File: src/design/sacl_ram.sv
// Generic single-port-write, single-port-read RAM with a registered read.
module sacl_ram #(
  parameter int WIDTH = 8,
  parameter int DEPTH = 16
) (
  input  logic                     clk,
  input  logic                     we,
  input  logic [$clog2(DEPTH)-1:0] waddr,
  input  logic [WIDTH-1:0]         wdata,
  input  logic [$clog2(DEPTH)-1:0] raddr,
  output logic [WIDTH-1:0]         rdata
);

  logic [WIDTH-1:0] mem [DEPTH];

  always_ff @(posedge clk) begin
    if (we) begin
      mem[waddr] <= wdata;
    end
    rdata <= mem[raddr];
  end

endmodule

File: config.mk
export PLATFORM = sky130hd
export DESIGN_NAME = sacl_ram
export DESIGN_NICKNAME = d
export VERILOG_FILES = /design/src/design/sacl_ram.sv
export SDC_FILE = /design/constraint.sdc
export NUM_CORES = 1
export LEC_CHECK = 0
export ABC_AREA = 1
export BUFFER_PORTS_ARGS = -buffer_cell sky130_fd_sc_hd__clkbuf_2
export CAP_MARGIN = 5
export CORE_ASPECT_RATIO = 0.9
export CORE_MARGIN = 2
export CORE_UTILIZATION = 55
export CTS_CLUSTER_SIZE = 16
export DETAILED_ROUTE_END_ITERATION = 10
export MAX_ROUTING_LAYER = met4
export PLACE_DENSITY = 0.82
export SYNTH_ARGS = -nofsm -noshare
export SYNTH_HDL_FRONTEND = slang
export SYNTH_SLANG_ARGS = --single-unit
File: constraint.sdc
create_clock -name clk -period 0.9 [get_ports clk]
set_input_delay 0.045 -clock clk [delete_from_list [all_inputs] [get_ports clk]]
set_output_delay 0.045 -clock clk [all_outputs]
set_load 0.1 [all_outputs]
==> qor.txt <==
Cell Area, Synth -> 0.005767 mm^2
Post-DRT Antenna Nets -> 0
relative slew slack -> 70.08%
status -> finished with violations
Rows -> 35
number of CTS-inserted buffers -> 17
Area contributors post-synth -> edfxtp_1, nand2_1, nand3_1
vias in the first global route -> 4,011
# Max-Cap Violations -> 0
Layout fillers -> 600
Area Growth Syn to Fin -> 25.69%
syn_area_per_cell -> 10.47 um^2
first-pass GRT wire length -> 21.16 mm
vias per cell -> 5.513
full die area -> 0.01132 mm^2
max frequency -> 0.9665 GHz
Post-synth EDFFs -> 128
P_leak -> 3.137 nW
DRT Pass-1 Iters -> 5
Cells after Synth -> 551
slack of the worst reg-to-reg path -> -130 ps
top cells by count, synth -> nand2_1, edfxtp_1, inv_1
Starting Density -> 56.52%
worst skew pair latency -> 420 ps
Clock Sinks -> 136
Final setup viols -> 16
Synth Flop Type -> edfxtp_1
count of different cell masters after synthesis -> 12
Worst EP arrival -> 1340 ps
CTS H-tree lvls -> 4
Tot GR Track Use -> 26.32%
leading area contributor after synthesis -> edfxtp_1
failing checks -> negative setup slack
endpoints failing hold -> 0
critical path type -> flip-flop to flip-flop
Setup crit end kind -> flip-flop
CTS Buffer Depth -> 2
diode count -> 0
DP HPWL -> 7.930 mm
First DRT Iteration DRCs -> 395
I/O pin cnt -> 26
Max Slew Vio Count -> 0
initial antenna violation count -> 0
routability cong. -> 0.9096
core box area -> 0.01020 mm^2
Least-Margin Pin Slew -> 448.8 ps
top cell type's share of synthesized area -> 66.65%
final WL -> 13.75 mm
dpl cell area -> 0.006337 mm^2
share of the yosys chip area belonging to registers -> 69.43%
synth warn -> 0
layout cells sized above 1 -> 27.73%
aggregate global routing overflow -> 0
Async SR Flop Fraction -> 0%
VDD IR-drop max -> 1.416 mV
CP Data Required Time -> 1200 ps
Die Wd -> 111.9 um
Cell Pwr Density -> 2128 mW/mm^2
layout net count -> 618
worst-path maximum fanout -> 1
largest net degree at the start of global routing -> 51
IO Port Bufs -> 25
final worst setup slack -> -134.6 ps
Clock transition at path regs -> 60 ps
Syn Nets -> 569
Final min period -> 1035 ps
CTS tree -> yes
Die Height -> 101.1 um
Min-Delay Path Class -> input pin to flip-flop
most common cell in the netlist -> nand2_1
Tcrit/Tclk final -> 115.0%
RSZ-0062 raised after global routing -> yes
crit start category -> flip-flop
DRC viols -> 0
detailed-route via count -> 4,091
Final Core Density -> 71.04%
register bit count reported by yosys -> 136
final instance area -> 0.007248 mm^2
Clock Skews -> 7.529 ps
root buf cell -> clkbuf_16
mean routed wirelength per cell -> 18.52 um
stage by stage:
stage / TNS [ps] / std cells / total power [mW] / hold slack [ps] / worst slack (ps)
after CTS: -960.5 / 742 / 15.37 / 76.36 / -130.0
final: -1221 / 742 / 15.43 / 89.90 / -134.6
after detailed placement: -15080 / 710 / 8.628 / 485.5 / -188.8
after global routing: -1668 / 742 / 15.87 / 90.83 / -151.0
after floorplan: -7636 / 551 / 8.063 / 143.9 / -95.83
after global placement: -11600 / 710 / 8.597 / 485.2 / -174.1
flip-flops by register name, summed over array words and instances (netlist names):
name / cells
mem: 128
rdata: 8
cell families after synthesis:
family                 synth area share (%)
buffers and inverters                 9.525
and+or+nand+nor                       21.05
DFF                                   69.43
worst max-delay path, stage by stage (launching register included):
cell      delay [ps]
edfxtp_1         400
inv_1            100
nand2_1           70
nand3_1          100
nand3_1           80
nand3_1          110
nand2_2           70
per-layer routing:
metal | routed length, um | GRT usage [%] | vias up
li1 | - | - | 1875
met1 | 5087 | 32.55 | 1914
met2 | 6900 | 42.56 | 260
met3 | 1455 | 5.625 | 42
met4 | 302 | 11.82 | 0
met5 | 0 | - | -
power by group:
| part | switching [mW] | internal (mW) |
|---|---|---|
| Clock | 2.67 | 4.09 |
| Combinational | 1.02 | 0.485 |
| Sequential | 0.0741 | 7.09 |
| Total | 3.76 | 11.7 |
final timing paths:
check	start	to	cells past startpoint
max	mem[3][2]	rdata[2]	6
min	wdata[7]	mem[11][7]	1
max reg2reg	mem[3][2]	rdata[2]	6
min reg2reg	mem[6][4]	rdata[4]	6
final cells by class:
type	instances	area [um^2]	share of cell area, %
sequential	136	4019	55.45
multi-input combinational	289	1554	21.44
timing repair buffer	54	550.5	7.595
clock buffer	18	429.2	5.921
inverter	102	382.9	5.282
tap	129	161.4	2.227
clock inverter	14	151.4	2.089
layout by cell type (no fill, tap or decap):
cell type	instances
nand3b_1	2
nor2_2	6
inv_6	2
edfxtp_1	128
nand3_1	42
clkinvlp_4	2
dfxtp_4	2
nand3_2	52
clkbuf_16	17
clkbuf_1	1
nor2_1	11
clkbuf_2	17
nand2_1	162
inv_2	5
inv_1	97
clkinv_4	5
clkinv_2	3
nand2_2	11
buf_12	15
dfxtp_2	6
bufinv_16	2
buf_4	22
nand3_4	3
what timing repair did:
item	CTS	global route
hold buffers	0	0
buffers inserted	0	0
resized for setup	38	36
endpoints found under the setup margin	16	16
pin swaps	40	21
No activity file was read; power rests on OpenSTA's default activity.
