## src/design/sacl_pkg.sv

```systemverilog
// Shared constants, types and codes for the set-associative cache tag store.
package sacl_pkg;

  localparam int MAX_SET_BITS = 6;
  localparam int MAX_WAYS     = 8;
  localparam int ADDR_BITS    = 48;

  localparam int NUM_SETS  = 1 << MAX_SET_BITS;
  localparam int SET_W     = MAX_SET_BITS;
  localparam int WAY_W     = (MAX_WAYS > 1) ? $clog2(MAX_WAYS) : 1;
  localparam int AGE_BITS  = 3;
  localparam int AGE_MAX   = (1 << AGE_BITS) - 1;

  // Register widths fixed by the register map.
  localparam int SETB_W  = 3;
  localparam int WAYS_W  = 4;
  localparam int BLKB_W  = 5;
  localparam int CFG_W   = 5;
  localparam int CFG_IDX_W = 2;
  localparam int CNT_W   = 32;

  localparam logic [CFG_IDX_W-1:0] CFG_SET_BITS    = 2'd0;
  localparam logic [CFG_IDX_W-1:0] CFG_WAYS_IN_USE = 2'd1;
  localparam logic [CFG_IDX_W-1:0] CFG_BLOCK_BITS  = 2'd2;

  localparam logic [1:0] OP_LOAD   = 2'd0;
  localparam logic [1:0] OP_STORE  = 2'd1;
  localparam logic [1:0] OP_MODIFY = 2'd2;
  localparam logic [1:0] OP_IGNORE = 2'd3;

  localparam logic [1:0] OUT_HIT   = 2'd0;
  localparam logic [1:0] OUT_MISS  = 2'd1;
  localparam logic [1:0] OUT_EVICT = 2'd2;
  localparam logic [1:0] OUT_NONE  = 2'd3;

  typedef struct packed {
    logic                 valid;
    logic [ADDR_BITS-1:0] tag;
    logic [AGE_BITS-1:0]  age;
  } line_t;

  typedef line_t [MAX_WAYS-1:0] row_t;

  localparam int ROW_W = $bits(row_t);

  typedef struct packed {
    logic hit;
    logic evict;
    row_t row;
  } upd_t;

endpackage

```

## src/design/sacl_update.sv

```systemverilog
// Lookup, replacement choice and age update for one set row.
module sacl_update
  import sacl_pkg::*;
(
  input  row_t                 row,
  input  logic [ADDR_BITS-1:0] tag,
  input  logic [WAYS_W-1:0]    ways,
  output upd_t                 upd
);

  logic [MAX_WAYS-1:0] in_range;
  logic [MAX_WAYS-1:0] match;
  logic [MAX_WAYS-1:0] free;
  logic                hit;
  logic                any_free;
  logic [WAY_W-1:0]    hit_way;
  logic [WAY_W-1:0]    free_way;
  logic [WAY_W-1:0]    victim;
  logic [WAY_W-1:0]    sel_way;
  logic [AGE_BITS:0]   old_age;
  row_t                new_row;

  always_comb begin
    for (int w = 0; w < MAX_WAYS; w++) begin
      in_range[w] = (w < ways);
      match[w]    = in_range[w] && row[w].valid && (row[w].tag == tag);
      free[w]     = in_range[w] && !row[w].valid;
    end
    hit      = |match;
    any_free = |free;

    // Lowest matching and lowest empty way.
    hit_way  = '0;
    free_way = '0;
    for (int w = MAX_WAYS - 1; w >= 0; w--) begin
      if (match[w]) begin
        hit_way = WAY_W'(w);
      end
      if (free[w]) begin
        free_way = WAY_W'(w);
      end
    end

    // Oldest way, lowest index on a tie.
    victim = '0;
    for (int w = 1; w < MAX_WAYS; w++) begin
      if (in_range[w] && (row[w].age > row[victim].age)) begin
        victim = WAY_W'(w);
      end
    end

    if (hit) begin
      sel_way = hit_way;
      old_age = {1'b0, row[hit_way].age};
    end else begin
      sel_way = any_free ? free_way : victim;
      old_age = (AGE_BITS + 1)'(AGE_MAX + 1);
    end

    new_row = row;
    for (int w = 0; w < MAX_WAYS; w++) begin
      if (WAY_W'(w) == sel_way) begin
        new_row[w].valid = 1'b1;
        new_row[w].tag   = tag;
        new_row[w].age   = '0;
      end else if (in_range[w] && row[w].valid && ({1'b0, row[w].age} < old_age)
                   && (row[w].age != AGE_BITS'(AGE_MAX))) begin
        new_row[w].age = row[w].age + 1'b1;
      end
    end

    upd.hit   = hit;
    upd.evict = !hit && !any_free;
    upd.row   = new_row;
  end

endmodule

```

## config.mk

```make
export PLATFORM = sky130hd
export DESIGN_NAME = sacl_update
export DESIGN_NICKNAME = d
export VERILOG_FILES = /design/src/design/sacl_pkg.sv /design/src/design/sacl_update.sv
export SDC_FILE = /design/constraint.sdc
export NUM_CORES = 1
export LEC_CHECK = 0
export BUFFER_PORTS_ARGS = -buffer_cell sky130_fd_sc_hd__clkbuf_2
export CAP_MARGIN = 25
export CORE_AREA = 2 2 344 346
export DETAILED_ROUTE_END_ITERATION = 10
export DIE_AREA = 0 0 346 348
export PLACE_DENSITY = 0.42
export SLEW_MARGIN = 20
export SYNTH_ARGS = -nofsm -noshare
export SYNTH_HDL_FRONTEND = slang
export SYNTH_SLANG_ARGS = --single-unit
```

## constraint.sdc

```tcl
create_clock -name vclk -period 12
set_clock_uncertainty 0.1 [all_clocks]
set_input_delay 0.6 -clock vclk [all_inputs]
set_output_delay 0.6 -clock vclk [all_outputs]
set_load 0.02 [all_outputs]
```

==> flow_metrics.tcl, run 1 <==
set metrics [dict create \
    outcome "complete, no violations" \
    yosysUniqueCellTypes 71 \
    drive_gt1_share_pct 52.79 \
    wl_um 156300 \
    wl_met3_um 13360 \
    fmax_ghz 0.08683 \
    holdPathEnd "upd[81]" \
    synth_area_um2 13360 \
    avgSynthCellArea_um2 7.847 \
    layout_common_cells "clkbuf_2 (877), mux2_2 (265), xor2_1 (212), xnor2_1 (166), buf_4 (141)" \
    drc 0 \
    wl_per_cell_um 37.64 \
    yosysSeqAreaShare_pct 0 \
    highest_layer "met5" \
    rows 126 \
    dr_total_vias 19106 \
    place_congestion 0.9714 \
    postCtsHoldBufs 0 \
    area_delta_synth_final_pct 54.96 \
    arrival_ns 10.82 \
    synth_nets 2224 \
    antenna_found_initial 67 \
    met2_length_um 68340 \
    die_h_um 348 \
    nClkBuffers 0 \
    syn-instance-count 1703 \
    min_path_type "in2out" \
    worst_ep_required_time_ns 11.30 \
    yosys_warnings 0 \
    grt_pass1_wl_um 194000 \
    multi_input_area_um2 12700 \
    drt_iter0_drc 1842 \
    tightest_slew_ns 1.144 \
    final_common_cell "clkbuf_2" \
    seq_cell_count 0 \
    cap_violations 0 \
    regArea_um2 0 \
    firstDrtPassIters 5 \
    die_area_um2 120400 \
    min-delay-start "row[81]" \
    antenna_left 0 \
    overflow 0 \
    utilization_pct 17.70 \
    start_util_pct 11.42 \
    maxSlewViolCount 0 \
    start_kind "input pin" \
    die_x_um 346 \
    max_stage_delay_ns 0.39 \
    io-pin-count 886 \
    core_area_um2 117000 \
    final-setup-viol-count 0 \
    max_slew_margin_pct 23.47 \
    finalWorstSetupSlack_ns 0.4836 \
    period_needed_ns 11.52 \
    port_buffers 886 \
    grt_pass1_vias 18344 \
    grt_max_degree 30 \
    wl_met1_um 68240 \
    place_ws_ns -0.08888 \
    fill_cells 13576 \
    vias_per_cell 4.601 \
    worstSetupEndpointType "output port" \
    finalNetCount 3122 \
    min_path_cells 4 \
    setup_tns_ns 0 \
    grt_use_total_pct 24.44 \
    hpwl_um 133100 \
    crit_path_max_fanout 29 \
    cpMostUsedCell "o21a_1" \
    crit_type "in2out" \
    rsz0062_at_grt "true" \
    cp_slowest_cell "or3b_4" \
    hold_viol_final 0 \
    min_period_over_period_pct 95.97 \
]
-- synthesized netlist by cell type (4+ instances only) --
cell | instances | area, um2
ha_1 | 53 | 663.1
buf_2 | 46 | 230.2
nand2b_1 | 34 | 212.7
mux2i_1 | 36 | 360.4
o21ai_0 | 50 | 250.2
or2_2 | 6 | 37.54
and3_1 | 4 | 25.02
o21a_1 | 14 | 105.1
mux2_1 | 107 | 1205
or4b_2 | 4 | 40.04
nand2_1 | 103 | 386.6
mux2_2 | 260 | 2928
nor4_1 | 113 | 706.9
nand4b_1 | 6 | 52.55
nor2b_1 | 11 | 68.82
o31a_1 | 5 | 43.79
nor2_1 | 66 | 247.7
o31ai_1 | 4 | 30.03
clkbuf_1 | 88 | 330.3
o21ai_1 | 12 | 60.06
a21oi_1 | 18 | 90.09
nor3_1 | 14 | 70.07
nand3_1 | 20 | 100.1
xnor2_1 | 166 | 1454
o22ai_1 | 7 | 43.79
or4_1 | 7 | 52.55
a211oi_1 | 16 | 120.1
inv_1 | 27 | 101.4
xor2_1 | 212 | 1857
buf_4 | 12 | 90.09
o2111ai_1 | 5 | 43.79
and2_1 | 6 | 37.54
a31oi_1 | 9 | 56.30
nand4_1 | 89 | 556.8
o211ai_1 | 6 | 45.04
buf_6 | 5 | 56.30
nor4b_1 | 9 | 78.83
mux2_4 | 7 | 105.1
-- per-layer routing --
metal / global-route usage (%) / vias up
met5: 0 / -
met3: 6.651 / 263
met4: 7.798 / 62
met2: 38.42 / 1203
met1: 32.20 / 9516
li1: - / 8062
-- metrics by stage --
stage	hold WS (ns)	std cells	instance area, um2
after floorplan	1.242	1703	13360
after global placement	1.464	4124	20470
after detailed placement	1.468	4124	20470
after CTS	1.469	4124	20470
after global routing	1.503	4137	20670
final	1.468	4153	20710
-- worst max-delay path: cells and delay by family --
| kind | cells | cell delay [ns] |
|---|---|---|
| mux | 1 | 0.38 |
| buf+inv | 9 | 1.33 |
| simple gates | 11 | 1.56 |
| fa+ha+maj | 7 | 2.06 |
| compound gates | 29 | 4.80 |
-- area by class of cell --
type / instances / area share (%)
repair buffers: 1050 / 28.69
multi-input cells: 1522 / 61.32
diodes: 18 / 0.2175
well taps: 1536 / 9.280
inverters: 27 / 0.4894
-- what timing repair did --
item | in CTS | in global routing
endpoints found under the setup margin | 50 | 416
gates resized for setup | 2 | 49
gates cloned | 0 | 0
endpoints found under the hold margin | 0 | 0
buffers inserted | 0 | 10
pin swaps | 0 | 13
-- cells by family after synthesis --
kind of cell	after synthesis	share of synthesized area, %
AND/OR/NAND/NOR	507	21.12
multiplexers	410	34.41
XOR/XNOR	378	24.77
buffers and inverters	181	6.132
AO/OA/AOI/OAI	174	8.604
adder cells (fa/ha/maj)	53	4.962
-- worst max-delay path by stage --
| stage | from | to | slack (ns) | cells past startpoint |
|---|---|---|---|---|
| 3_3_place_gp | row[1] | upd[196] | -0.11 | 56 |
| 4_1_cts | row[1] | upd[196] | 0.05 | 58 |
| 5_1_grt | row[1] | upd[198] | -0.06 | 58 |
| 6_report | row[1] | upd[176] | 0.48 | 57 |
| 2_1_floorplan | row[1] | upd[29] | 0.81 | 55 |
| 3_5_place_dp | row[1] | upd[196] | -0.09 | 55 |
==> inputs of run 2 (changes only) <==
--- a/config.mk
+++ b/config.mk
@@ -5,12 +5,15 @@
 export SDC_FILE = /design/constraint.sdc
 export NUM_CORES = 1
 export LEC_CHECK = 0
+export ABC_AREA = 1
 export BUFFER_PORTS_ARGS = -buffer_cell sky130_fd_sc_hd__clkbuf_2
 export CAP_MARGIN = 25
-export CORE_AREA = 2 2 344 346
+export CELL_PAD_IN_SITES_DETAIL_PLACEMENT = 1
+export CELL_PAD_IN_SITES_GLOBAL_PLACEMENT = 2
+export CORE_AREA = 2 2 349 351
 export DETAILED_ROUTE_END_ITERATION = 10
-export DIE_AREA = 0 0 346 348
-export PLACE_DENSITY = 0.42
+export DIE_AREA = 0 0 351 353
+export PLACE_DENSITY = 0.69
 export SLEW_MARGIN = 20
 export SYNTH_ARGS = -nofsm -noshare
 export SYNTH_HDL_FRONTEND = slang
==> run 2 against run 1 <==
  * Hold slack got worse by 0.017 ns
  * Maximum frequency rose by 2.3%
  * Critical path depth up 12
  * Via count is 44% higher
  * Global-route usage is 7.6 points higher
  * Utilization grew 1.6 points
  * Cell count increased by 35%
==> flow_metrics.tcl, run 2 <==
set metrics [dict create \
    outcome "complete, no violations" \
    grt_max_degree 45 \
    wl_um 208700 \
    port_buffers 886 \
    cp_slowest_cell "ha_1" \
    fill_cells 15706 \
    crit_type "in2out" \
    cpMostUsedCell "o21ai_0" \
    yosysTopAreaCell "nand2_1" \
    wl_per_cell_um 37.34 \
    synth_nets 3503 \
    dr_total_vias 27527 \
    yosys_warnings 0 \
    core_area_um2 120600 \
    yosysMostFrequentCell "nand2_1" \
    yosysSeqAreaShare_pct 0 \
    arrival_ns 10.56 \
    maxSlewViolCount 0 \
    period_needed_ns 11.26 \
    firstDrtPassIters 5 \
    min_period_over_period_pct 93.84 \
    drt_iter0_drc 2782 \
    max_slew_margin_pct 28.62 \
    avgSynthCellArea_um2 5.249 \
    finalWorstSetupSlack_ns 0.7394 \
    finalNetCount 4473 \
    final_common_cell "nand2_1" \
    postCtsHoldBufs 0 \
    drive_gt1_share_pct 32.48 \
    grt_pass1_wl_um 262600 \
    grt_use_total_pct 32.02 \
    final-setup-viol-count 0 \
    min_path_type "in2out" \
    seq_cell_count 0 \
    cap_violations 0 \
    crit_path_max_fanout 22 \
    place_ws_ns 0.3409 \
    hpwl_um 171600 \
    worst_ep_required_time_ns 11.30 \
    synthTopCellsByCount "nand2_1 (944), nor2_1 (295), inv_1 (259), o21ai_1 (250), o21ai_0 (180)" \
    tightest_slew_ns 1.071 \
    regArea_um2 0 \
    hold_viol_final 0 \
    utilization_pct 19.29 \
    start_util_pct 12.98 \
    syn-instance-count 2982 \
    synth.area.top_cells "nand2_1 (23%), xor2_1 (9.2%), o21ai_1 (8.0%)" \
    io-pin-count 886 \
    area_delta_synth_final_pct 48.63 \
    overflow 0 \
    max_stage_delay_ns 0.34 \
    drc 0 \
    rows 128 \
    yosysUniqueCellTypes 69 \
    antenna_found_initial 55 \
    synth.top_cell.area_share_pct 22.64 \
    die_h_um 353 \
    synth_area_um2 15650 \
    worstSetupEndpointType "output port" \
    vias_per_cell 4.924 \
    nClkBuffers 0 \
    layout_common_cells "nand2_1 (944), clkbuf_2 (871), nor2_1 (292), o21ai_1 (259), inv_1 (258)" \
    fmax_ghz 0.08881 \
    die_area_um2 123900 \
    start_kind "input pin" \
    antenna_left 0 \
    grt_pass1_vias 26491 \
    die_x_um 351 \
    place_congestion 0.9770 \
]
==> run 2: cell count changes after synthesis, sizes merged, moves of 53 or more <==
cell,before,now
o21ai,62,454
nand2,103,956
nor2,67,315
nand3,20,120
inv,27,322
nor4,114,61
xnor2,166,85
buf,66,130
clkbuf,88,13
mux2,374,0
==> run 2: per-layer routing <==
layer	part of all wire, %	wire (um)	track usage (%)	vias up
li1	-	-	-	11720
met1	41	84730	39.85	13595
met2	45	93220	51.50	1757
met3	8.9	18510	7.901	421
met4	5.8	12050	14.96	34
met5	0.11	225	0	-
==> run 2: final timing paths <==
kind / to / start / depth (start not counted) / slack [ns]
worst max-delay path: upd[320] / row[2] / 69 / 0.74
worst min-delay path: upd[41] / row[41] / 4 / 1.45
==> run 2: layout make-up <==
cell class	count	area, um2	area share [%]
antenna	15	37.54	0.1613
inverter	324	1247	5.362
multi-input combinational	2515	13470	57.89
tap	1625	2033	8.739
timing repair buffer	1111	6480	27.85
==> run 2: cells by family (layout without fill, tap and decap cells) <==
family,Yosys count,after routing,synth area share [%]
AND/OR/NAND/NOR,1684,1684,48.61
AO/OA/AOI/OAI,528,528,18.67
buffers and inverters,467,1435,14.44
XOR/XNOR,250,250,14.04
adder cells (fa/ha/maj),53,53,4.236
other,0,15,0
==> run 2: stage by stage <==
step / TNS (ns) / cells / cell area [um2] / hold slack [ns]
floorplan: 0 / 2982 / 15650 / 1.246
global route: -0.9863 / 5578 / 23240 / 1.476
detailed placement: 0 / 5560 / 22970 / 1.454
finish: 0 / 5590 / 23270 / 1.451
global placement: 0 / 5560 / 22970 / 1.453
CTS: 0 / 5560 / 22970 / 1.454
==> run 2: repair_timing <==
item / in CTS / in global routing
buffers inserted: 0 / 13
gates resized for setup: 0 / 57
setup endpoints to repair: 0 / 416
==> run 2: critical path: cells and delay by family <==
| kind | cells | cell delay [ns] |
|---|---|---|
| buffers and inverters | 15 | 1.81 |
| AO/OA/AOI/OAI | 24 | 3.52 |
| AND/OR/NAND/NOR | 23 | 2.48 |
| adder cells (fa/ha/maj) | 7 | 2.12 |
==> inputs of run 3 (changes only) <==
--- a/config.mk
+++ b/config.mk
@@ -14,6 +14,7 @@
 export DETAILED_ROUTE_END_ITERATION = 10
 export DIE_AREA = 0 0 351 353
 export PLACE_DENSITY = 0.69
+export RECOVER_POWER = 25
 export SLEW_MARGIN = 20
 export SYNTH_ARGS = -nofsm -noshare
 export SYNTH_HDL_FRONTEND = slang
==> run 3 against run 2 <==
  * The flow now finishes with violations (capacitance limit)
  * Critical path depth is the same
  * Global-route usage is the same
  * Non-clock buffer count did not move
  * Cell count about the same
  * Sequential cell count unchanged
  * Maximum frequency is 0.19% lower
  * Setup slack worse by 0.021 ns
  * Hold slack barely moved
  * Sequential share of layout area unchanged
  * Clock-buffer cell count is the same
  * Cell area is essentially flat
  * Utilization about the same
  * Critical path type unchanged
  * Critical endpoint unchanged
  * Highest routed layer unchanged
==> flow_metrics.tcl, run 3 (synthesis results as in run 2) <==
set metrics [dict create \
    post-route-cell-area_um2 23250 \
    tightest_slew_ns 1.486 \
    start_kind "input pin" \
    arrival_ns 10.58 \
    area_delta_synth_final_pct 48.50 \
    nClkBuffers 0 \
    min_period_over_period_pct 94.02 \
    crit_type "in2out" \
    busiest_layer "met2" \
    rows 128 \
    regArea_um2 0 \
    cpMostUsedCell "o21ai_0" \
    failed_checks "capacitance limit" \
    io-pin-count 886 \
    firstDrtPassIters 5 \
    final-setup-viol-count 0 \
    wl_um 208800 \
    final_common_cell "nand2_1" \
    worst_ep_required_time_ns 11.30 \
    vias_per_cell 4.911 \
    finalNetCount 4473 \
    min_path_type "in2out" \
    worstSetupEndpointType "output port" \
    fmax_ghz 0.08864 \
    drive_gt1_share_pct 31.87 \
    max_slew_margin_pct 0.8390 \
    antenna_left 0 \
    stdcell_count 5595 \
    met3_usage_pct 7.901 \
    dr_total_vias 27476 \
    outcome "finished with violations" \
    drt_iter0_drc 2888 \
    crit_path_max_fanout 22 \
    maxSlewViolCount 0 \
    grt_pass1_wl_um 262600 \
    drc 0 \
    seq_cell_count 0 \
    hold_viol_final 0 \
    max_stage_delay_ns 0.35 \
    dp_cells 5560 \
    overflow 0 \
    grt_use_total_pct 32.02 \
    placed_area_um2 22970 \
    grt_max_degree 45 \
    grt_use_met2_pct 51.50 \
    cap_violations 1 \
    core_area_um2 120600 \
    cp_slowest_cell "ha_1" \
    place_congestion 0.9770 \
    grt_util_met1_pct 39.85 \
    grt_pass1_vias 26491 \
    layout_common_cells "nand2_1 (944), clkbuf_2 (851), nor2_1 (292), inv_1 (260), o21ai_1 (259)" \
    die_h_um 353 \
    die_area_um2 123900 \
    postCtsHoldBufs 0 \
    hpwl_um 171600 \
    period_needed_ns 11.28 \
    antenna_found_initial 55 \
    port_buffers 886 \
    start_util_pct 12.98 \
    wl_per_cell_um 37.32 \
    die_x_um 351 \
]
run 3: routing by layer:
layer	routed length [um]	share of wire (%)
met5	218	0.10
met4	12120	5.8
met3	18980	9.1
met2	93150	45
met1	84310	40
run 3: timing repair:
item | CTS | global route
setup buffers | 0 | 13
endpoints found under the setup margin | 0 | 416
gates resized for setup | 0 | 57
run 3: path summary, 6_finish.rpt:
check	depth (start not counted)	from	slack [ns]	endpoint
setup / recovery	69	row[2]	0.72	upd[320]
hold / removal	4	row[41]	1.45	upd[41]
run 3: per-stage QoR:
| step | setup slack [ns] | utilization, % | TNS, ns | hold slack (ns) |
|---|---|---|---|---|
| after floorplan | 1.335 | - | 0 | 1.246 |
| after global placement | 0.4735 | 19.05 | 0 | 1.453 |
| after detailed placement | 0.3409 | 19.05 | 0 | 1.454 |
| after CTS | 0.3165 | 19.05 | 0 | 1.454 |
| after global routing | -0.04369 | 19.24 | -1.027 | 1.476 |
| final | 0.7180 | 19.28 | 0 | 1.451 |
run 3: cell type report:
cell class	instances	area (um2)
tap	1625	2033
antenna	20	50.05
inverter	324	1247
multi-input combinational	2515	13470
timing repair buffer	1111	6447
fill	15714	97350
run 3: critical path, delay by kind of cell:
family	cells	cell delay, ns
AO/OA/AOI/OAI	24	3.51
adder cells (fa/ha/maj)	7	2.13
buffers and inverters	15	1.80
AND/OR/NAND/NOR	23	2.50
